`src/rtl/wbps_pkg.sv`:
```
`timescale 1ns / 1ps
// ----------------------------------------------------------------------------
// Wildcard byte pattern search package
// Shared sizes, opcodes, register indexes and the per-cell control bundle.
// ----------------------------------------------------------------------------
package wbps_pkg;

   localparam int PATTERN_MAX = 64;
   localparam int IDX_W       = $clog2(PATTERN_MAX);
   localparam int LEN_W       = $clog2(PATTERN_MAX + 1);
   localparam int ADDR_W      = 32;
   localparam int CSR_IDX_W   = 2;

   localparam logic [1:0] OP_LOAD    = 2'd0;
   localparam logic [1:0] OP_SCAN    = 2'd1;
   localparam logic [1:0] OP_RESTART = 2'd2;

   localparam logic [CSR_IDX_W-1:0] CSR_PATTERN_LENGTH = 2'd0;
   localparam logic [CSR_IDX_W-1:0] CSR_SEARCH_LENGTH  = 2'd1;
   localparam logic [CSR_IDX_W-1:0] CSR_START_ADDRESS  = 2'd2;

   // Control that the top level hands to each cell.
   typedef struct packed {
      logic scan;
      logic restart;
      logic load;
      logic active;
   } cell_ctrl_type;

endpackage

```
`src/rtl/wbps_cell.sv`:
```
`timescale 1ns / 1ps
// ----------------------------------------------------------------------------
// Wildcard byte pattern search cell
// Holds one pattern position and one partial-match bit of the chain.
// ----------------------------------------------------------------------------
module wbps_cell (
   input  logic                   clock,
   input  logic                   reset,
   input  wbps_pkg::cell_ctrl_type ctrl,
   input  logic [7:0]             data_byte,
   input  logic                   is_wildcard,
   input  logic                   prev_match,
   output logic                   hit_next,
   output logic                   match_out
);
   import wbps_pkg::*;

   logic [7:0] pattern_ff;
   logic [7:0] pattern_in;
   logic       wild_ff;
   logic       wild_in;
   logic       match_ff;
   logic       match_in;
   logic       hit;

   assign hit      = wild_ff | (pattern_ff == data_byte);
   assign hit_next = ctrl.active & prev_match & hit;
   assign match_out = match_ff;

   always_comb begin
      pattern_in = pattern_ff;
      wild_in    = wild_ff;
      if (ctrl.load) begin
         pattern_in = data_byte;
         wild_in    = is_wildcard;
      end
      match_in = match_ff;
      if (ctrl.restart) begin
         match_in = 1'b0;
      end else if (ctrl.scan) begin
         match_in = hit_next;
      end
   end

   always_ff @(posedge clock) begin
      pattern_ff <= pattern_in;
      wild_ff    <= wild_in;
   end

   always_ff @(posedge clock) begin
      if (reset) begin
         match_ff <= 1'b0;
      end else begin
         match_ff <= match_in;
      end
   end

endmodule

```
`src/rtl/wildcard_byte_pattern_search.sv`:
```
`timescale 1ns / 1ps
// ----------------------------------------------------------------------------
// Wildcard byte pattern search
// Finds the first window of a byte stream that matches a stored pattern
// of literal and wildcard positions, and reports its address.
// ----------------------------------------------------------------------------
// One item per clock cycle is taken while req_ready is high. Load items write
// one pattern position, restart items clear the search, and scan items
// bring one stream byte each. A row of 64 cells, one per pattern position,
// compares every position against the incoming byte in parallel and passes
// its partial-match bit to the next cell, so a scan item finishes in the
// cycle it is accepted. At most one result follows a restart: found with
// the start address plus the window offset, or not found when the search
// length is used up (or on the first scan byte if the pattern is longer
// than the search length). The result sits in an output register and
// appears the cycle after the scan item that caused it; req_ready is low
// only while that register is full and rsp_ready is low. The pattern store
// has no reset, so every position in use must be loaded before scanning.
// Configuration writes are always taken at once.
// ----------------------------------------------------------------------------
module wildcard_byte_pattern_search (
   input  logic                            clock,
   input  logic                            reset,
   input  logic                            req_valid,
   output logic                            req_ready,
   input  logic [1:0]                      req_opcode,
   input  logic [7:0]                      req_data_byte,
   input  logic                            req_is_wildcard,
   input  logic [wbps_pkg::IDX_W-1:0]      req_pattern_index,
   output logic                            rsp_valid,
   input  logic                            rsp_ready,
   output logic                            rsp_found,
   output logic [wbps_pkg::ADDR_W-1:0]     rsp_match_address,
   input  logic                            csr_valid,
   output logic                            csr_ready,
   input  logic [wbps_pkg::CSR_IDX_W-1:0]  csr_index,
   input  logic [31:0]                     csr_data
);
   import wbps_pkg::*;

   // Configuration registers.
   logic [LEN_W-1:0]  pattern_length_ff;
   logic [LEN_W-1:0]  pattern_length_in;
   logic [31:0]       search_length_ff;
   logic [31:0]       search_length_in;
   logic [ADDR_W-1:0] start_address_ff;
   logic [ADDR_W-1:0] start_address_in;

   // Search progress.
   logic [31:0]       bytes_seen_ff;
   logic [31:0]       bytes_seen_in;
   logic              done_ff;
   logic              done_in;

   // Output register.
   logic              rsp_valid_ff;
   logic              rsp_valid_in;
   logic              rsp_found_ff;
   logic              rsp_found_in;
   logic [ADDR_W-1:0] rsp_addr_ff;
   logic [ADDR_W-1:0] rsp_addr_in;

   logic              req_accept;
   logic              is_scan;
   logic              is_load;
   logic              is_restart;
   logic              too_long;
   logic              scan_go;
   logic              full_hit;
   logic [LEN_W-1:0]  eff_len;
   logic [LEN_W-1:0]  last_pos;
   logic [31:0]       bytes_next;

   logic [PATTERN_MAX-1:0] hit_next;
   logic [PATTERN_MAX-1:0] match_vec;
   logic [PATTERN_MAX-1:0] last_vec;

   assign csr_ready = 1'b1;
   assign req_ready = ~rsp_valid_ff | rsp_ready;
   assign req_accept = req_valid & req_ready;

   always_comb begin
      is_scan    = 1'b0;
      is_load    = 1'b0;
      is_restart = 1'b0;
      case (req_opcode)
         OP_LOAD:    is_load    = req_accept;
         OP_SCAN:    is_scan    = req_accept & ~done_ff;
         OP_RESTART: is_restart = req_accept;
         default:    ;
      endcase
   end

   // A length of zero acts as one, and anything above the cell count as the
   // full row.
   always_comb begin
      if (pattern_length_ff == '0) begin
         eff_len = LEN_W'(1);
      end else if (pattern_length_ff > LEN_W'(PATTERN_MAX)) begin
         eff_len = LEN_W'(PATTERN_MAX);
      end else begin
         eff_len = pattern_length_ff;
      end
   end

   assign last_pos = eff_len - LEN_W'(1);
   assign too_long = {{(32 - LEN_W){1'b0}}, eff_len} > search_length_ff;
   assign scan_go  = is_scan & ~too_long;

   // The cell row. Cell k means the last k+1 bytes matched positions 0..k.
   for (genvar k = 0; k < PATTERN_MAX; k++) begin : g_cell
      localparam logic [LEN_W-1:0] POS = LEN_W'(k);
      cell_ctrl_type ctrl;
      logic          prev;

      assign ctrl.scan    = scan_go;
      assign ctrl.restart = is_restart;
      assign ctrl.load    = is_load & (req_pattern_index == IDX_W'(k));
      assign ctrl.active  = POS < eff_len;
      assign last_vec[k]  = POS == last_pos;

      if (k == 0) begin : g_head
         assign prev = 1'b1;
      end else begin : g_link
         assign prev = match_vec[k-1];
      end

      wbps_cell u_cell (
         .clock       (clock),
         .reset       (reset),
         .ctrl        (ctrl),
         .data_byte   (req_data_byte),
         .is_wildcard (req_is_wildcard),
         .prev_match  (prev),
         .hit_next    (hit_next[k]),
         .match_out   (match_vec[k])
      );
   end

   assign full_hit   = |(hit_next & last_vec);
   assign bytes_next = bytes_seen_ff + 32'd1;

   always_comb begin
      bytes_seen_in = bytes_seen_ff;
      done_in       = done_ff;
      rsp_valid_in  = rsp_valid_ff & ~rsp_ready;
      rsp_found_in  = rsp_found_ff;
      rsp_addr_in   = rsp_addr_ff;

      if (is_restart) begin
         bytes_seen_in = '0;
         done_in       = 1'b0;
      end else if (is_scan && too_long) begin
         // The pattern cannot fit in the search window at all.
         done_in      = 1'b1;
         rsp_valid_in = 1'b1;
         rsp_found_in = 1'b0;
         rsp_addr_in  = '0;
      end else if (scan_go) begin
         bytes_seen_in = bytes_next;
         if (full_hit) begin
            done_in      = 1'b1;
            rsp_valid_in = 1'b1;
            rsp_found_in = 1'b1;
            // Window starts eff_len - 1 bytes before the current byte.
            rsp_addr_in  = start_address_ff + bytes_seen_ff
                         - {{(ADDR_W - LEN_W){1'b0}}, last_pos};
         end else if (bytes_next >= search_length_ff) begin
            done_in      = 1'b1;
            rsp_valid_in = 1'b1;
            rsp_found_in = 1'b0;
            rsp_addr_in  = '0;
         end
      end
   end

   always_comb begin
      pattern_length_in = pattern_length_ff;
      search_length_in  = search_length_ff;
      start_address_in  = start_address_ff;
      if (csr_valid && csr_ready) begin
         case (csr_index)
            CSR_PATTERN_LENGTH: pattern_length_in = csr_data[LEN_W-1:0];
            CSR_SEARCH_LENGTH:  search_length_in  = csr_data;
            CSR_START_ADDRESS:  start_address_in  = csr_data;
            default:            ;
         endcase
      end
   end

   always_ff @(posedge clock) begin
      if (reset) begin
         pattern_length_ff <= LEN_W'(1);
         search_length_ff  <= '0;
         start_address_ff  <= '0;
         bytes_seen_ff     <= '0;
         done_ff           <= 1'b0;
         rsp_valid_ff      <= 1'b0;
      end else begin
         pattern_length_ff <= pattern_length_in;
         search_length_ff  <= search_length_in;
         start_address_ff  <= start_address_in;
         bytes_seen_ff     <= bytes_seen_in;
         done_ff           <= done_in;
         rsp_valid_ff      <= rsp_valid_in;
      end
   end

   always_ff @(posedge clock) begin
      rsp_found_ff <= rsp_found_in;
      rsp_addr_ff  <= rsp_addr_in;
   end

   assign rsp_valid         = rsp_valid_ff;
   assign rsp_found         = rsp_found_ff;
   assign rsp_match_address = rsp_addr_ff;

endmodule

```
`config.mk`:
```
export PLATFORM = sky130hd
export DESIGN_NAME = wildcard_byte_pattern_search
export DESIGN_NICKNAME = d
export VERILOG_FILES = /design/src/rtl/wbps_pkg.sv /design/src/rtl/wbps_cell.sv /design/src/rtl/wildcard_byte_pattern_search.sv
export SDC_FILE = /design/constraint.sdc
export NUM_CORES = 1
export LEC_CHECK = 0
export BUFFER_PORTS_ARGS = -buffer_cell sky130_fd_sc_hd__buf_2
export CAP_MARGIN = 10
export CORE_ASPECT_RATIO = 2
export CORE_MARGIN = 3
export CORE_UTILIZATION = 49
export DETAILED_ROUTE_END_ITERATION = 8
export SETUP_SLACK_MARGIN = 0.05
export SYNTH_ARGS = -nofsm -noshare
export SYNTH_HDL_FRONTEND = slang
export SYNTH_SLANG_ARGS = --single-unit
```
`constraint.sdc`:
```
create_clock -name clock -period 11.6 [get_ports clock]
set_input_delay 1.16 -clock clock [delete_from_list [all_inputs] [get_ports clock]]
set_output_delay 1.16 -clock clock [all_outputs]
set_load 0.05 [all_outputs]
```
==> reports/results.txt <==
Setup_tns - 0 ps
Synth cell count leaders - edfxtp_1 (609), xor2_1 (516), nand2_1 (292)
YS warnings - 0
Leak Pwr - 14.1 nW
Proportion of layout cells with a drive suffix above 1 - 8.23%
Post CTS Setup Buffer Count - 0
Crit path DAT - 7920 ps
Post-Synth Simple-Gate Area - 11.9%
Largest net degree at the start of global routing - 97
Total GRT Usage - 25.3%
Worst endpoint required time - 11950 ps
FMAX - 132 MHz
Synthesized flop and latch total - 777
Yosys cell types - 81
Initial antenna violation count - 0
Top post-synthesis cells by area - edfxtp_1 (50%), xor2_1 (12%), dfxtp_1 (9.2%), ha_1 (3.6%), a21oi_1 (3.3%)
Largest family of logic cells by synthesized area - XOR/XNOR gates
Final slew viol count - 0
CP max FO - 21
Clock skew - 27.6 ps
Core area - 73400 um^2
Ports - 92
Mean Syn Cell Area - 11.8 um^2
Die width - 199 um
Average wire per standard cell - 23.8 um
Total grt overflow - 0
Number of port buffers - 90
Top cell type's share of synthesized area - 50.1%
H-Tree Depth - 3
Setup ws final - 4030 ps
Worst-Skew Late Latency - 660 ps
R2R depth - 19
Top FF cell, synth - edfxtp_1
TritonCTS buffer count - 71
Post-synthesis sequential area ratio - 59.3%
Period utilization - 65.2%
Post-route minimum period - 7570 ps
Multiplexer share of the synthesized area - 0.247%
Number of instances resized during post-cts repair - 0
Via density - 5.66
Fin nets - 3317
Max Cap Viol - 0
Worst R2R End - rsp_match_address[30]
Starting Density - 49.7%
DRT iter0 DRCs - 1243
Outcome - completed
Clk root buf - clkbuf_16
Clock slew at reported path FFs - 60 ps
Post-Synth Adder-Cell Area - 3.79%
Area growth from synthesis to layout - 10.1%
Yosys top cell by area - edfxtp_1
Critical Path Start - pattern_length_ff[2]
Asr flop ratio synth - 0%
Worst reg-to-reg setup slack - 4030 ps
Final GP Congestion - 1.01
HP Class - flop to flop
Critical path class - flop to flop
# hold bufs at CTS - 0
Maximum vdd ir drop - 0.135 mV
Detailed Routing Iterations Pass 1 - 7
Final wirelength - 98200 um
RSZ-0062 raised after global routing - false
DRT antenna net count - 0
HPWL Detailed - 67200 um
Pwr Density - 149 nW/um^2
Final hold vios - 0
Post-synthesis xor/xnor area fraction - 14.2%
Number of global-route vias before repair - 23.8k
Gate Count Post-Synth - 3105
Max Buffers Root-to-Sink - 3
Synth Area in Compound Gates - 6.98%
# DRC - 0
Count of flip-flops with a built-in enable after synthesis - 609
Reg2reg start - pattern_length_ff[2]
Row count - 140
Pre-CTS WS - 4150 ps
Most frequent cell after synthesis - edfxtp_1
CTS Sinks - 777
Slew @ Worst Pin - 1160 ps
Final setup vio count - 0
Slew HR - 22.4%
CP endpoint kind - flop
CP startpoint kind - flop
Via count - 23.4k
Chip Height - 392 um
Syn nets - 3269
CP endpoint - rsp_match_address[30]
First-pass GRT wire length - 146000 um
Die area - 78000 um^2
Synthesized area - 36500 um^2
CTS tree - done
==> metrics by stage <==
step,hold WS (ps),power (W),std cells,util (%),instance area (um^2)
after CTS,457,0.00604,4130,54.7,40200
after global placement,438,0.00361,4002,51.5,37800
after floorplan,432,0.00344,3105,-,36500
after global routing,471,0.00619,4130,54.7,40200
final,454,0.00598,4131,54.7,40200
after detailed placement,447,0.00362,4003,51.5,37800
==> flip-flops by register name, indices dropped and copies added (netlist names), 7 cells and up <==
name                      cells
g_cell.u_cell.pattern_ff    512
g_cell.u_cell.wild_ff        64
g_cell.u_cell.match_out      63
bytes_seen_ff                32
rsp_match_address            32
search_length_ff             32
start_address_ff             32
pattern_length_ff             7
==> cell usage in the layout, fill, tap and decap left out, drive strengths merged, types with 24 or more instances in the layout <==
cell,Yosys,final
buf,78,123
ha,104,104
dfxtp,168,168
a21o,32,32
nor4,143,143
clkbuf,70,96
inv,156,160
nor2,186,186
a21oi,237,237
xor2,516,516
or3,43,43
xnor2,77,77
nand3,49,49
edfxtp,609,609
nand4,24,24
o21ai,61,61
nor3,52,52
nand2,292,292
==> area by class of cell <==
type	instances	area [um^2]
Timing Repair Buffer	123	783
Multi-Input combinational cell	2023	13600
Tap cell	923	1150
Inverter	157	589
Clock buffer	96	1970
Sequential cell	777	21700
Clock inverter	31	408
Antenna cell	1	2.50
Fill cell	6188	33200
==> critical path, stage by stage, from the launching register on <==
cell	delay, ps
dfxtp_1	800
nor2_1	390
a21oi_1	210
or2_2	180
ha_1	230
inv_1	90
xnor2_1	910
inv_1	620
fa_1	590
ha_1	360
nor2b_1	180
o2111ai_1	260
a21oi_1	130
o21ai_0	760
o22ai_1	350
o221ai_1	410
o2111ai_1	240
o31ai_1	300
xor2_1	180
nor2_1	50
==> cells by family after synthesis <==
kind of cell,count (synthesis)
buffers and inverters,305
flip-flops,777
AND/OR/NAND/NOR,886
other,1
XOR/XNOR,593
AO/OA/AOI/OAI,426
adder cells (fa/ha/maj),108
multiplexers,9
==> layer usage <==
| metal | up-vias | share of wire [%] | global-route usage (%) |
|---|---|---|---|
| met4 | 0 | 6.6 | 15.5 |
| met2 | 585 | 54 | 46.8 |
| met3 | 212 | 3.4 | 2.76 |
| met5 | - | 0 | 0 |
| met1 | 11600 | 36 | 27.2 |
| li1 | 11000 | - | - |
==> how the worst min path moves through the flow <==
stage	startpoint	end	cells past startpoint
finish	g_cell[21].u_cell.match_out	g_cell[21].u_cell.match_out	2
global route	start_address_ff[9]	start_address_ff[9]	2
CTS	g_cell[16].u_cell.match_out	g_cell[16].u_cell.match_out	2
detailed placement	g_cell[16].u_cell.match_out	g_cell[16].u_cell.match_out	2
global placement	g_cell[31].u_cell.match_out	g_cell[31].u_cell.match_out	2
floorplan	g_cell[26].u_cell.match_out	g_cell[26].u_cell.match_out	2
==> where the power goes <==
group          total (W)  switching (W)  internal (W)
Combinational   0.000526       0.000360      0.000166
Sequential       0.00303      0.0000130       0.00302
Clock            0.00242        0.00104       0.00138
Total            0.00598        0.00141       0.00457
No activity file was read; power rests on OpenSTA's default activity.
